File: src/fwc_pkg.sv
// ----------------------------------------------------------------------------
// fwc_pkg
// Shared types and constants of the feathered wipe compositor: sweep
// direction codes, register indexes, field widths and the config bundle.
// ----------------------------------------------------------------------------
package fwc_pkg;

  // Field widths
  localparam int EDGE_W    = 11;
  localparam int FEATHER_W = 7;
  localparam int WBYTES_W  = 8;
  localparam int HEIGHT_W  = 10;
  localparam int ROW_W     = 9;
  localparam int COL_W     = 7;
  localparam int PIX_W     = 8;
  localparam int CFG_IDX_W = 3;
  localparam int CFG_DAT_W = 11;

  // Frame width in pixels, band start and sweep position
  localparam int SPAN_W = WBYTES_W + 3;
  localparam int BAND_W = EDGE_W + 1;
  localparam int POS_W  = SPAN_W + 2;

  // Leftmost pixel of a byte
  localparam logic [PIX_W-1:0] PIX_MSB = 8'h80;

  // Reset values
  localparam logic [WBYTES_W-1:0] WBYTES_RESET = 8'd100;
  localparam logic [HEIGHT_W-1:0] HEIGHT_RESET = 10'd480;

  // Register indexes
  typedef enum logic [CFG_IDX_W-1:0] {
    REG_WIPE_EDGE    = 3'd0,
    REG_FEATHER      = 3'd1,
    REG_DIRECTION    = 3'd2,
    REG_WIDTH_BYTES  = 3'd3,
    REG_HEIGHT       = 3'd4
  } reg_idx_t;

  // Sweep directions
  typedef enum logic [1:0] {
    SWEEP_R2L = 2'd0,  // pos = x
    SWEEP_L2R = 2'd1,  // pos = W-1-x
    SWEEP_B2T = 2'd2,  // pos = row
    SWEEP_T2B = 2'd3   // pos = H-1-row
  } sweep_dir_t;

  // Derived configuration seen by the datapath
  typedef struct packed {
    logic [EDGE_W-1:0]        edge_pos;
    logic signed [BAND_W-1:0] band_start;
    sweep_dir_t               dir;
    logic [SPAN_W-1:0]        width_pix;
    logic [HEIGHT_W-1:0]      height_rows;
    logic                     edge_zero;
    logic                     edge_past;
  } cfg_t;

endpackage

File: src/fwc_config.sv
// ----------------------------------------------------------------------------
// fwc_config
// Configuration register file with saturation of the frame size and the
// derived band start, span and whole-byte bypass flags.
// ----------------------------------------------------------------------------
module fwc_config #(
  parameter int MAX_WIDTH_BYTES = 128,
  parameter int MAX_HEIGHT      = 512
) (
  input  logic                             clk,
  input  logic                             rst,
  input  logic                             cfg_write,
  input  logic [fwc_pkg::CFG_IDX_W-1:0]    cfg_index,
  input  logic [fwc_pkg::CFG_DAT_W-1:0]    cfg_data,
  output fwc_pkg::cfg_t                    cfg
);
  import fwc_pkg::*;

  logic [EDGE_W-1:0]    wipe_edge;
  logic [FEATHER_W-1:0] feather_width;
  sweep_dir_t           sweep_direction;
  logic [WBYTES_W-1:0]  frame_width_bytes;
  logic [HEIGHT_W-1:0]  frame_height;

  logic [WBYTES_W-1:0]  wb;
  logic [HEIGHT_W-1:0]  hh;
  logic [SPAN_W-1:0]    span;

  // Write registers; unknown indexes are dropped
  always_ff @(posedge clk) begin
    if (rst) begin
      wipe_edge         <= '0;
      feather_width     <= '0;
      sweep_direction   <= SWEEP_R2L;
      frame_width_bytes <= WBYTES_RESET;
      frame_height      <= HEIGHT_RESET;
    end else if (cfg_write) begin
      unique case (cfg_index)
        REG_WIPE_EDGE:   wipe_edge         <= cfg_data[EDGE_W-1:0];
        REG_FEATHER:     feather_width     <= cfg_data[FEATHER_W-1:0];
        REG_DIRECTION:   sweep_direction   <= sweep_dir_t'(cfg_data[1:0]);
        REG_WIDTH_BYTES: frame_width_bytes <= cfg_data[WBYTES_W-1:0];
        REG_HEIGHT:      frame_height      <= cfg_data[HEIGHT_W-1:0];
        default: ;
      endcase
    end
  end

  // Saturate frame size and derive span and flags
  always_comb begin
    wb = (int'(frame_width_bytes) > MAX_WIDTH_BYTES) ? WBYTES_W'(MAX_WIDTH_BYTES)
                                                     : frame_width_bytes;
    hh = (int'(frame_height) > MAX_HEIGHT) ? HEIGHT_W'(MAX_HEIGHT) : frame_height;
    cfg.width_pix   = {wb, 3'b000};
    cfg.height_rows = hh;
    span = (sweep_direction == SWEEP_R2L || sweep_direction == SWEEP_L2R)
           ? cfg.width_pix : SPAN_W'(hh);
    cfg.edge_pos   = wipe_edge;
    cfg.band_start = $signed({1'b0, wipe_edge})
                   - $signed({{(BAND_W-FEATHER_W){1'b0}}, feather_width});
    cfg.dir        = sweep_direction;
    cfg.edge_zero  = (wipe_edge == '0);
    cfg.edge_past  = (wipe_edge >= span);
  end

endmodule

File: src/feathered_wipe_compositor.sv
// ----------------------------------------------------------------------------
// feathered_wipe_compositor
// Composes one byte of a 1-bit wipe transition frame from old and new bytes.
// ----------------------------------------------------------------------------
// Usage:
//   Requests arrive on the src channel (row_index, byte_column, old_byte,
//   new_byte) and are taken at an edge with src_valid high and src_stall low.
//   Each request yields one composed_byte on the dst channel, taken at an
//   edge with dst_valid high and dst_stall low.
//   Throughput: one byte per cycle while dst is not stalled, through a
//   four-register pipeline (input capture, base sweep position, per-pixel
//   band compare, output select) that ends in the output register.
//   A stall on dst holds the output register; bubbles upstream still close
//   up, and src_stall rises only once every stage is full.
//   Configuration is written through cfg_write/cfg_index/cfg_data and must
//   change only while no request is in flight; unknown indexes are dropped.
//   Reset clears the pipeline valids and loads the register defaults
//   (edge 0, feather 0, right-to-left, 100 bytes by 480 rows).
// ----------------------------------------------------------------------------
module feathered_wipe_compositor #(
  parameter int MAX_WIDTH_BYTES = 128,
  parameter int MAX_HEIGHT      = 512
) (
  input  logic                          clk,
  input  logic                          rst,
  input  logic                          cfg_write,
  input  logic [fwc_pkg::CFG_IDX_W-1:0] cfg_index,
  input  logic [fwc_pkg::CFG_DAT_W-1:0] cfg_data,
  input  logic                          src_valid,
  output logic                          src_stall,
  input  logic [fwc_pkg::ROW_W-1:0]     row_index,
  input  logic [fwc_pkg::COL_W-1:0]     byte_column,
  input  logic [fwc_pkg::PIX_W-1:0]     old_byte,
  input  logic [fwc_pkg::PIX_W-1:0]     new_byte,
  output logic                          dst_valid,
  input  logic                          dst_stall,
  output logic [fwc_pkg::PIX_W-1:0]     composed_byte
);
  import fwc_pkg::*;

  cfg_t cfg;

  // Stage 1: captured request
  logic             s1_valid;
  logic [ROW_W-1:0] s1_row;
  logic [COL_W-1:0] s1_col;
  logic [PIX_W-1:0] s1_old;
  logic [PIX_W-1:0] s1_new;

  // Stage 2: base sweep position of the leftmost pixel
  logic                    s2_valid;
  logic signed [POS_W-1:0] s2_pos;
  logic [PIX_W-1:0]        s2_old;
  logic [PIX_W-1:0]        s2_new;

  // Stage 3: per-pixel new-page select mask
  logic             s3_valid;
  logic [PIX_W-1:0] s3_sel;
  logic [PIX_W-1:0] s3_old;
  logic [PIX_W-1:0] s3_new;

  logic out_ready, s3_ready, s2_ready, s1_ready;

  logic signed [POS_W-1:0] pos_next;
  logic [PIX_W-1:0]        sel_next;
  logic [PIX_W-1:0]        composed_next;

  fwc_config #(
    .MAX_WIDTH_BYTES(MAX_WIDTH_BYTES),
    .MAX_HEIGHT     (MAX_HEIGHT)
  ) u_config (
    .clk      (clk),
    .rst      (rst),
    .cfg_write(cfg_write),
    .cfg_index(cfg_index),
    .cfg_data (cfg_data),
    .cfg      (cfg)
  );

  // Ready chain: a stage advances when empty or when its successor moves
  assign out_ready = !dst_valid || !dst_stall;
  assign s3_ready  = !s3_valid || out_ready;
  assign s2_ready  = !s2_valid || s3_ready;
  assign s1_ready  = !s1_valid || s2_ready;
  assign src_stall = !s1_ready;

  // Base position of the byte's leftmost pixel
  always_comb begin
    unique case (cfg.dir)
      SWEEP_R2L: pos_next = $signed(POS_W'({s1_col, 3'b000}));
      SWEEP_L2R: pos_next = $signed(POS_W'(cfg.width_pix))
                          - $signed(POS_W'(1))
                          - $signed(POS_W'({s1_col, 3'b000}));
      SWEEP_B2T: pos_next = $signed(POS_W'(s1_row));
      SWEEP_T2B: pos_next = $signed(POS_W'(cfg.height_rows))
                          - $signed(POS_W'(1))
                          - $signed(POS_W'(s1_row));
      default:   pos_next = '0;
    endcase
  end

  // Per-pixel compare against the band start and the edge
  always_comb begin
    logic signed [POS_W-1:0] p;
    logic                    before_band;
    logic                    at_edge;
    sel_next = '0;
    for (int i = 0; i < PIX_W; i++) begin
      unique case (cfg.dir)
        SWEEP_R2L: p = s2_pos + $signed(POS_W'(i));
        SWEEP_L2R: p = s2_pos - $signed(POS_W'(i));
        default:   p = s2_pos;
      endcase
      before_band = (p < $signed(POS_W'(cfg.band_start)));
      at_edge     = (p >= $signed(POS_W'({1'b0, cfg.edge_pos})));
      sel_next[PIX_W-1-i] = at_edge
                          || (!before_band && (p[0] == cfg.band_start[0]));
    end
  end

  // Final pick, with the whole-byte cases first
  always_comb begin
    priority if (cfg.edge_zero) begin
      composed_next = s3_new;
    end else if (cfg.edge_past) begin
      composed_next = s3_old;
    end else begin
      composed_next = (s3_new & s3_sel) | (s3_old & ~s3_sel);
    end
  end

  // Valid bits
  always_ff @(posedge clk) begin
    if (rst) begin
      s1_valid  <= 1'b0;
      s2_valid  <= 1'b0;
      s3_valid  <= 1'b0;
      dst_valid <= 1'b0;
    end else begin
      if (s1_ready)  s1_valid  <= src_valid;
      if (s2_ready)  s2_valid  <= s1_valid;
      if (s3_ready)  s3_valid  <= s2_valid;
      if (out_ready) dst_valid <= s3_valid;
    end
  end

  // Payload registers; hold while stalled
  always_ff @(posedge clk) begin
    if (s1_ready) begin
      s1_row <= row_index;
      s1_col <= byte_column;
      s1_old <= old_byte;
      s1_new <= new_byte;
    end
    if (s2_ready) begin
      s2_pos <= pos_next;
      s2_old <= s1_old;
      s2_new <= s1_new;
    end
    if (s3_ready) begin
      s3_sel <= sel_next;
      s3_old <= s2_old;
      s3_new <= s2_new;
    end
    if (out_ready) begin
      composed_byte <= composed_next;
    end
  end

  // Input stalls only when the capture stage is full
  assert property (@(posedge clk) disable iff (rst) src_stall |-> s1_valid)
    else $error("src_stall raised with an empty capture stage");

  // An output drops only after it was taken
  assert property (@(posedge clk) disable iff (rst)
    $fell(dst_valid) |-> $past(!dst_stall))
    else $error("result dropped while stalled");

  // Edge at zero passes the new byte through
  assert property (@(posedge clk) disable iff (rst)
    (s3_valid && out_ready && cfg.edge_zero) |=> (composed_byte == $past(s3_new)))
    else $error("edge zero did not give the new byte");

  // Edge past the span passes the old byte through
  assert property (@(posedge clk) disable iff (rst)
    (s3_valid && out_ready && !cfg.edge_zero && cfg.edge_past)
      |=> (composed_byte == $past(s3_old)))
    else $error("edge past span did not give the old byte");

  // A full downstream stage stays full while the output is stalled
  assert property (@(posedge clk) disable iff (rst)
    (s3_valid && dst_valid && dst_stall) |=> s3_valid)
    else $error("stage three lost a request under stall");

endmodule

File: config.mk
export PLATFORM = sky130hd
export DESIGN_NAME = feathered_wipe_compositor
export DESIGN_NICKNAME = d
export VERILOG_FILES = /design/src/fwc_pkg.sv /design/src/fwc_config.sv /design/src/feathered_wipe_compositor.sv
export SDC_FILE = /design/constraint.sdc
export NUM_CORES = 1
export LEC_CHECK = 0
export BUFFER_PORTS_ARGS = -buffer_cell sky130_fd_sc_hd__buf_4
export CAP_MARGIN = 20
export CORE_MARGIN = 2
export CORE_UTILIZATION = 64
export CTS_BUF_LIST = sky130_fd_sc_hd__clkbuf_16
export DETAILED_ROUTE_END_ITERATION = 10
export GPL_TIMING_DRIVEN = 0
export PLACE_DENSITY = 0.86
export SLEW_MARGIN = 15
export SYNTH_ARGS = -nofsm -noshare
export SYNTH_HDL_FRONTEND = slang
export SYNTH_SLANG_ARGS = --single-unit
File: constraint.sdc
create_clock -name clk -period 4.62 [get_ports clk]
set_input_delay 1.155 -clock clk [delete_from_list [all_inputs] [get_ports clk]]
set_output_delay 1.155 -clock clk [all_outputs]
set_load 0.05 [all_outputs]
==> results of run 1 <==
==> final timing paths <==
path                               start         to  slack, ns
max          u_config.sweep_direction[1]  s3_sel[2]       0.08
min                            s2_new[1]  s3_new[1]       0.42
max reg2reg  u_config.sweep_direction[1]  s3_sel[2]       0.08
min reg2reg                    s2_new[1]  s3_new[1]       0.42
==> registers in the layout, summed over array words and instances (netlist names) <==
| signal | flops |
|---|---|
| u_config.sweep_direction | 2 |
| s1_col | 7 |
| s2_pos | 13 |
| s3_new | 8 |
| s2_old | 8 |
| s1_row | 9 |
| s1_old | 8 |
| dst_valid | 1 |
| s1_valid | 1 |
| s1_new | 8 |
| composed_byte | 8 |
| s2_new | 8 |
| s3_sel | 8 |
| s2_valid | 1 |
| u_config.frame_height | 10 |
| u_config.feather_width | 7 |
| s3_valid | 1 |
| s3_old | 8 |
| u_config.wipe_edge | 11 |
| u_config.frame_width_bytes | 8 |
==> worst max-delay path: stages (launching register included) <==
cell,delay (ns)
dfxtp_1,0.46
clkbuf_1,0.44
buf_2,0.38
clkbuf_1,0.50
nand2_1,0.32
o21ai_1,0.26
ha_1,0.30
a21oi_1,0.13
o21ai_0,0.19
a2111oi_2,0.45
nor2_1,0.09
a2111oi_1,0.50
o21ai_1,0.22
==> cell usage after synthesis (all sizes together) (22+ instances only) <==
| library cell | n | share of area (%) |
|---|---|---|
| buf | 23 | 0.99 |
| dfxtp | 42 | 6.6 |
| nor2 | 90 | 2.6 |
| ha | 222 | 22 |
| xnor2 | 70 | 4.8 |
| a21oi | 127 | 5.0 |
| clkbuf | 26 | 0.77 |
| nand2 | 150 | 4.4 |
| a21o | 47 | 2.8 |
| nor3 | 28 | 1.1 |
| inv | 76 | 2.2 |
| o21ai | 121 | 4.8 |
| edfxtp | 93 | 22 |
| nand2b | 27 | 1.3 |
| xor2 | 22 | 1.5 |
==> per-stage QoR <==
step / cell area, um^2 / worst slack [ns]
4_1_cts: 14400 / 0.0164
2_1_floorplan: 12800 / 0.591
5_1_grt: 14400 / -0.0708
3_5_place_dp: 13700 / -0.538
6_report: 14400 / 0.0783
3_3_place_gp: 13600 / -0.953
==> layer usage <==
layer | up-vias | track usage [%]
li1 | 5482 | -
met1 | 5738 | 45.3
met2 | 653 | 68.3
met3 | 181 | 4.36
met4 | 2 | 26.6
met5 | - | 0
==> final cells by class <==
cell class	count	area [um^2]	share of cell area (%)
multi-input cells	1179	8790	60.9
clock inverters	15	175	1.21
clock buffers	17	425	2.95
inverters	76	285	1.98
well taps	265	332	2.30
repair buffers	70	561	3.88
flip-flops and latches	135	3630	25.2
plain buffers	48	231	1.60
==> cells by family after synthesis <==
logic type	Yosys count
adders and majority gates	230
muxes	25
and+or+nand+nor	400
AOI/OAI and AO/OA	432
DFF	135
buffers and inverters	125
xor gates and xnor gates	92
==> power breakdown <==
group	internal [mW]	switching, mW	leakage, nW
clock	0.731	0.637	0.291
sequential	1.38	0.0476	1.33
combinational	0.612	0.907	4.48
total	2.72	1.59	6.10
==> repair_timing <==
| item | CTS | global route |
|---|---|---|
| setup endpoints to repair | 6 | 16 |
| setup buffers | 1 | 5 |
| resized for setup | 12 | 18 |
| endpoints found under the hold margin | 0 | 0 |
| pin swaps | 1 | 2 |
==> out/results.ini, run 1 <==
[run_status]
status=completed

[critical_path]
critPathMaxFanout=10
critPathArrivalTime_ns=4.69
worstSetupPathType=reg -> reg
cp-end-kind=flip-flop
cp.required_ns=4.76
critPathLaunchType=flip-flop
rr_worst_depth=12

[yosys]
ys_types=71
synth-compound-area-share_pct=21.2
syn_avg_cell_area_um2=8.90
synth_top_family_by_area=adder cells
synth_adder_area_share_pct=22.9
syn_area_mm2=0.0128
synth-edff-count=93
ys_seq_area_share_pct=28.4
async_flop_share_pct=0
synth-simple-area-share_pct=14.8
syn-num-nets=1720
synthXorXnorAreaFrac_pct=6.29
ys.flop_type=edfxtp_1
synthCells=1439
synthMuxAreaShare_pct=2.47
synth-seq-cells=135
ys_warn_count=0

[clock_network]
clkSlewWorstSetupHoldPaths_ns=0.07
tritoncts=built
clockBufferDepth=2
cts.sinks=135
numCtsBuffers=17
ctsHoldBuffers=0
cts_max_level=4
clock-root-buffer=clkbuf_16
clk_latency_ns=0.44

[sta]
worstMarginPinSlew_ns=0.984
skew_ns=0.0104
rsz0062_at_grt=true
max-slew-margin-rel_pct=34.2
finalCritPeriodShare_pct=98.3
fin_crit_ns=4.54
tns_ns=0
drv_slew=0
holdWs_ns=0.419
setup_viol=0
fmax_ghz=0.220
hold_viol=0

[pwr]
total_power_mw=4.31
p_leak_nw=6.10
irDropWorstVdd_v=0.000392
p_per_area_mw_per_mm2=299

[finish]
fin_nets=1808
final_common_cell=ha_1
syn2layout_area_growth_pct=12.6
finish.utilization_pct=73.9
fin_cells=1805
layout-drive-gt1-share_pct=11.0
mostFrequentLayoutCells=222 x ha_1, 149 x nand2_1, 122 x a21oi_1
fill_cells=1489
antenna_cells=0

[placement]
hpwl_um=31200
place_congestion=1.02
placed_cells=1768
port_buffers=60

[floorplanning]
core_mm2=0.0195
die_area_mm2=0.0212
die_h_um=145
io_pins=61
rows=51
die_x_um=145
initial_utilization_pct=65.6

[route]
final_antenna_net_count=0
drtPass1Iterations=6
drtIter0Drc=1212
wl_per_cell_um=23.1
wl_met2_um=20100
num_vias=12100
vias_per_cell=6.68
drt_wl_total_um=41800
drc=0
wl_met1_um=15600
met3_length_um=2920
top_layer=met5

[global_routing]
grt_pass1_vias=12000
antenna_found_initial=1
grt_max_degree=29
overflow=0
grt_pass1_wl_um=64600
grt.total_usage_pct=39.2

[min_path]
hold_path_depth=0
hold_path_class=reg -> reg

[flow_run]
cap_violations=0

(Power assumes the default switching activity.)
==> inputs of run 2 (changes only) <==
Settings changed: BUFFER_PORTS_ARGS -buffer_cell sky130_fd_sc_hd__buf_4 to -buffer_cell sky130_fd_sc_hd__clkbuf_2, CAP_MARGIN 20 to default, CORE_UTILIZATION 64 to 40, PLACE_DENSITY 0.86 to 0.59.
==> out/results.ini, run 2 (synthesized netlist as in run 1, its figures left out) <==
[global_routing]
grt_pass1_wl_um=61300  ; -5.0%
antenna_found_initial=0  ; -1
overflow=0  ; unchanged
grt_max_degree=30  ; +3.4%
grt_pass1_vias=11100  ; -7.5%
grt.total_usage_pct=23.9  ; -15 points

[critical_path]
reg2reg_from=u_config.sweep_direction[1]
max_stage_delay_ns=0.56  ; +0.06 ns
worstSetupPathType=reg -> reg
rr_worst_depth=11  ; -1
cp.required_ns=4.73  ; -0.03 ns
critPathArrivalTime_ns=4.66  ; -0.03 ns
slowest_stage=clkbuf_1
critPathMaxFanout=10  ; unchanged
critPathLaunchType=flip-flop
timing.rr.end=s3_sel[1]
timing.critical_path.from=u_config.sweep_direction[1]
ff2ff_setup_slack_ns=0.08  ; about the same
cp-end-kind=flip-flop
crit_chain=clkbuf_1, buf_2, clkbuf_1, nand2_1, o21ai_1, ha_1, a21oi_1, o21ai_0, a2111o_1, a2111oi_1, o21ai_1

[route]
final_antenna_net_count=0  ; unchanged
drtIter0Drc=600  ; -50%
wl_per_cell_um=20.2  ; -13%
drc=0  ; unchanged
drtPass1Iterations=5  ; -1
num_vias=11100  ; -7.7%
vias_per_cell=5.74  ; -14%
drt_wl_total_um=39300  ; -6.0%

[clock_network]
cts_max_level=4  ; unchanged
clk_latency_ns=0.43  ; about the same
clockBufferDepth=2  ; unchanged
numCtsBuffers=17  ; unchanged
clock-root-buffer=clkbuf_16
cts.sinks=135  ; unchanged
tritoncts=built
ctsHoldBuffers=0  ; unchanged
clkSlewWorstSetupHoldPaths_ns=0.06  ; about the same

[finish]
largest_register=s2_pos
largest_reg_flops=13  ; unchanged
fin_nets=1807  ; -0.055%
syn2layout_area_growth_pct=12.6  ; about the same
top_regs=s2_pos x13, u_config.wipe_edge x11, u_config.frame_height x10
fill_cells=3073  ; +110%
layout-drive-gt1-share_pct=11.5  ; +0.53 points
antenna_cells=0  ; unchanged
fin_cells=1941  ; +7.5%
final_common_cell=ha_1
mostFrequentLayoutCells=222 x ha_1, 148 x nand2_1, 121 x a21oi_1

[sta]
fmax_ghz=0.220  ; about the same
drv_slew=0  ; unchanged
skew_ns=0.00990  ; -0.000525 ns
max-slew-margin-rel_pct=31.5  ; -2.7 points
hold_viol=0  ; unchanged
worstMarginPinSlew_ns=1.02  ; +0.0409 ns
rsz0062_at_grt=true
finalCritPeriodShare_pct=98.3  ; about the same
setup_viol=0  ; unchanged
fin_crit_ns=4.54  ; -0.000237 ns

[pwr]
p_clk_share_pct=30.6  ; -1.1 points
p_seq_share_pct=34.0  ; +0.9 points
p_int_mw=2.68  ; -1.6%
p_comb_share_pct=35.4  ; +0.2 points
p_per_area_mw_per_mm2=289  ; -3.3%
p_leak_nw=6.04  ; -1.0%
irDropWorstVdd_v=0.000366  ; -6.8%
p_sw_share_pct=35.8  ; -1.1 points
total_power_mw=4.17  ; -3.3%
switching_power_mw=1.49  ; -6.2%

[placement]
placed_cells=1902  ; +7.6%
hpwl_um=31600  ; +1.1%
port_buffers=60  ; unchanged
place_congestion=0.949  ; -7.1%

[min_path]
min_from=s1_new[6]
hold_path_depth=0  ; unchanged
holdPathEnd=s2_new[6]
hold_path_class=reg -> reg

[floorplanning]
die_h_um=183  ; +26%
core_mm2=0.0316  ; +62%
die_area_mm2=0.0335  ; +58%
rows=65  ; +27%
io_pins=61  ; unchanged
initial_utilization_pct=40.6  ; -25 points
die_x_um=183  ; +26%

[flow_run]
cap_violations=0  ; unchanged

[run_status]
status=completed

run 2: changes by cell type in the layout (fill, tap and decap cells not counted), moves of 2 or more:
| cell | before | now |
|---|---|---|
| inv_6 | 3 | 7 |
| a2111oi_1 | 3 | 1 |
| clkinvlp_4 | 1 | 3 |
| clkinv_8 | 4 | 0 |
| buf_4 | 70 | 10 |
| inv_8 | 6 | 3 |
| a2111oi_2 | 1 | 3 |
| clkbuf_2 | 3 | 63 |
| o21ai_2 | 0 | 2 |
| o21ai_0 | 105 | 102 |
run 2: repair_timing:
| item | 4_1_cts | 5_1_grt |
|---|---|---|
| setup endpoints to repair | 8 | 15 |
| buffers inserted | 4 | 3 |
| resized for setup | 26 | 22 |
| pin swaps | 2 | 1 |
run 2: worst max-delay path by stage:
stage / slack, ns / end / cells past startpoint
floorplan: 0.59 / src_stall / 3
global placement: -0.66 / s3_sel[1] / 15
detailed placement: -0.76 / s3_sel[1] / 15
CTS: 0.002 / s3_sel[0] / 14
global route: -0.007 / s3_sel[2] / 12
finish: 0.08 / s3_sel[1] / 11
run 2: cell type report:
type                    count  area (um^2)  share of cell area (%)
multi-input cells        1179         8840                    61.3
flip-flops and latches    135         3630                    25.2
well taps                 402          503                    3.49
clock buffers              17          425                    2.95
repair buffers             68          373                    2.58
inverters                  76          285                    1.98
plain buffers              49          238                    1.65
clock inverters            15          131                   0.911
run 2: metal layers:
layer	track usage, %	routed length, um
met5	0	0
met1	30.3	17300
met2	41.3	18700
met3	2.76	1700
met4	10.2	1520
run 2: power by group through the flow:
stage	Sequential (mW)	Clock, mW	Combinational (mW)
after detailed placement	1.45	0	1.39
final	1.42	1.28	1.48
after floorplan	1.46	0	0.959
after global placement	1.44	0	1.36
after CTS	1.42	1.30	1.44
after global routing	1.43	1.34	1.65
run 2: stage by stage:
stage / utilization (%) / hold WS, ns / area, um^2 / TNS, ns / setup slack, ns
after floorplan: - / 0.400 / 12800 / 0 / 0.591
after global placement: 43.1 / 0.400 / 13600 / -3.19 / -0.655
after detailed placement: 43.2 / 0.405 / 13600 / -3.34 / -0.761
after CTS: 45.4 / 0.415 / 14300 / 0 / 0.00163
after global routing: 45.7 / 0.420 / 14400 / -0.00670 / -0.00670
final: 45.7 / 0.416 / 14400 / 0 / 0.0785
run 2: worst max-delay path, delay by kind of cell, from the launching register on:
kind | cells | cell delay (ns)
AO/OA/AOI/OAI | 6 | 1.80
adder cells (fa/ha/maj) | 1 | 0.30
buffers and inverters | 3 | 1.35
flip-flops | 1 | 0.40
AND/OR/NAND/NOR | 1 | 0.36
==> inputs of run 3 (changes only) <==
Settings changed: CELL_PAD_IN_SITES_DETAIL_PLACEMENT from default to 1, CELL_PAD_IN_SITES_GLOBAL_PLACEMENT from default to 1, HOLD_SLACK_MARGIN from default to 0.06, MAX_ROUTING_LAYER from default to met4, PLACE_DENSITY 0.59 to 0.72.
==> out/results.ini, run 3 (synthesized netlist as in run 1, its figures left out) <==
[pwr]
p_sw_share_pct=35.8  ; -0.042 points
p_leak_nw=6.07  ; +0.43%
total_power_mw=4.37  ; +4.7%
p_int_mw=2.80  ; +4.7%
p_seq_share_pct=32.7  ; -1.3 points
irDropWorstVdd_v=0.000405  ; +11%
p_clk_share_pct=32.6  ; +2.0 points
p_per_area_mw_per_mm2=301  ; +4.3%
p_comb_share_pct=34.6  ; -0.8 points
switching_power_mw=1.56  ; +4.5%

[global_routing]
grt.total_usage_pct=27.4  ; +3.4 points
grt_pass1_vias=12100  ; +8.5%
grt_pass1_wl_um=68000  ; +11%
antenna_found_initial=0  ; unchanged
grt_max_degree=34  ; +13%
overflow=0  ; unchanged

[sta]
skew_ns=0.00980  ; -0.0000996 ns
setup_viol=0  ; unchanged
finalCritPeriodShare_pct=97.1  ; -1.2 points
holdWs_ns=0.416  ; +0.000826 ns
rsz0062_at_grt=true
fin_crit_ns=4.49  ; -0.0563 ns
worstMarginPinSlew_ns=1.03  ; +0.00990 ns
drv_slew=0  ; unchanged
hold_viol=0  ; unchanged
fmax_ghz=0.223  ; +1.3%
max-slew-margin-rel_pct=30.5  ; -0.92 points

[route]
final_antenna_net_count=0  ; unchanged
wl_per_cell_um=22.7  ; +12%
drc=0  ; unchanged
drtIter0Drc=540  ; -10%
drtPass1Iterations=5  ; unchanged
num_vias=11600  ; +4.4%
vias_per_cell=6.00  ; +4.6%
drt_wl_total_um=44000  ; +12%

[flow_run]
cap_violations=0  ; unchanged

[floorplanning]
rows=65  ; unchanged
die_area_mm2=0.0335  ; unchanged
initial_utilization_pct=40.6  ; unchanged
die_x_um=183  ; unchanged
io_pins=61  ; unchanged
die_h_um=183  ; unchanged
core_mm2=0.0316  ; unchanged

[clock_network]
clkSlewWorstSetupHoldPaths_ns=0.07  ; about the same
clock-root-buffer=clkbuf_16
numCtsBuffers=17  ; unchanged
cts_max_level=4  ; unchanged
clockBufferDepth=2  ; unchanged
tritoncts=built
clk_latency_ns=0.43  ; about the same
cts.sinks=135  ; unchanged

[finish]
fin_nets=1804  ; -0.17%
final_common_cell=ha_1
largest_reg_flops=13  ; unchanged
layout-drive-gt1-share_pct=11.4  ; -0.11 points
top_regs=s2_pos x13, u_config.wipe_edge x11, u_config.frame_height x10
syn2layout_area_growth_pct=13.0
mostFrequentLayoutCells=222 x ha_1, 148 x nand2_1, 122 x a21oi_1
antenna_cells=0  ; unchanged
largest_register=s2_pos

[min_path]
min_from=s1_new[2]
hold_path_class=reg -> reg

[critical_path]
critPathArrivalTime_ns=4.72  ; +0.06 ns
crit_chain=clkbuf_2, inv_1, fa_1, clkbuf_1, o31ai_4, a21oi_1, xnor2_1, o21ai_0, ha_1, nand2_1, o21ai_1, and3b_1, a21boi_2, nor2_1, mux2_4, a31oi_2
worstSetupPathType=reg -> reg
cp.required_ns=4.85  ; +0.12 ns
cp-end-kind=flip-flop
timing.critical_path.from=s2_pos[1]
max_stage_delay_ns=0.46  ; -0.10 ns
reg2reg_from=s2_pos[1]
slowest_stage=fa_1
critPathLaunchType=flip-flop
critPathMaxFanout=8  ; -2

[placement]
place_congestion=0.921  ; -2.9%
hpwl_um=34800  ; +10%
port_buffers=60  ; unchanged

[run_status]
status=completed

run 3: layout make-up:
cell class	instances	area, um^2
buffer	49	240
clock buffer	17	425
clock inverter	15	201
fill	3699	17100
inverter	76	285
multi-input combinational	1179	8840
sequential	135	3630
tap	402	503
timing repair buffer	65	350
run 3: power by group through the flow:
stage	Combinational, mW	Sequential (mW)	Clock, mW
4_1_cts	1.47	1.43	1.45
3_3_place_gp	1.35	1.44	0
5_1_grt	1.68	1.43	1.49
3_5_place_dp	1.43	1.45	0
6_report	1.51	1.43	1.42
2_1_floorplan	0.959	1.46	0
run 3: worst paths after layout:
| kind | endpoint | slack (ns) | depth (start not counted) |
|---|---|---|---|
| worst max-delay path | s3_sel[4] | 0.13 | 16 |
| worst min-delay path | s2_new[2] | 0.42 | 0 |
| worst max register to register | s3_sel[4] | 0.13 | 16 |
| worst min register to register | s2_new[2] | 0.42 | 0 |
run 3: worst max-delay path: cells and delay by family (launching register included):
family	cells	cell delay, ns
xor+xnor	1	0.16
simple gates	3	0.37
fa+ha+maj	2	0.82
mux	1	0.29
compound gates	6	1.44
buf+inv	3	0.78
flops	1	0.44
run 3: what timing repair did:
action,CTS,global route
hold buffers,0,0
setup endpoints to repair,16,16
setup buffers,4,0
resized for setup,27,24
pin swaps,3,1
run 3: stage by stage:
stage               instance area, um^2  util (%)  setup TNS, ns  cells  setup WS (ns)
floorplan                         12800         -              0   1439          0.591
global placement                  13600      43.1          -3.18   1901         -0.699
detailed placement                13600      43.2          -3.91   1902         -0.857
CTS                               14400      45.7              0   1938         0.0152
global route                      14500      45.9         -0.135   1938        -0.0957
finish                            14500      45.9              0   1938          0.135
run 3: metal layers:
layer	routed length (um)	global-route usage, %	vias to the layer above	share of wire [%]
met5	0	-	-	0
met4	1310	10.3	0	3.0
met3	1480	2.46	73	3.4
met2	22200	47.9	260	50
met1	19000	32.7	5815	43
li1	-	-	5478	-
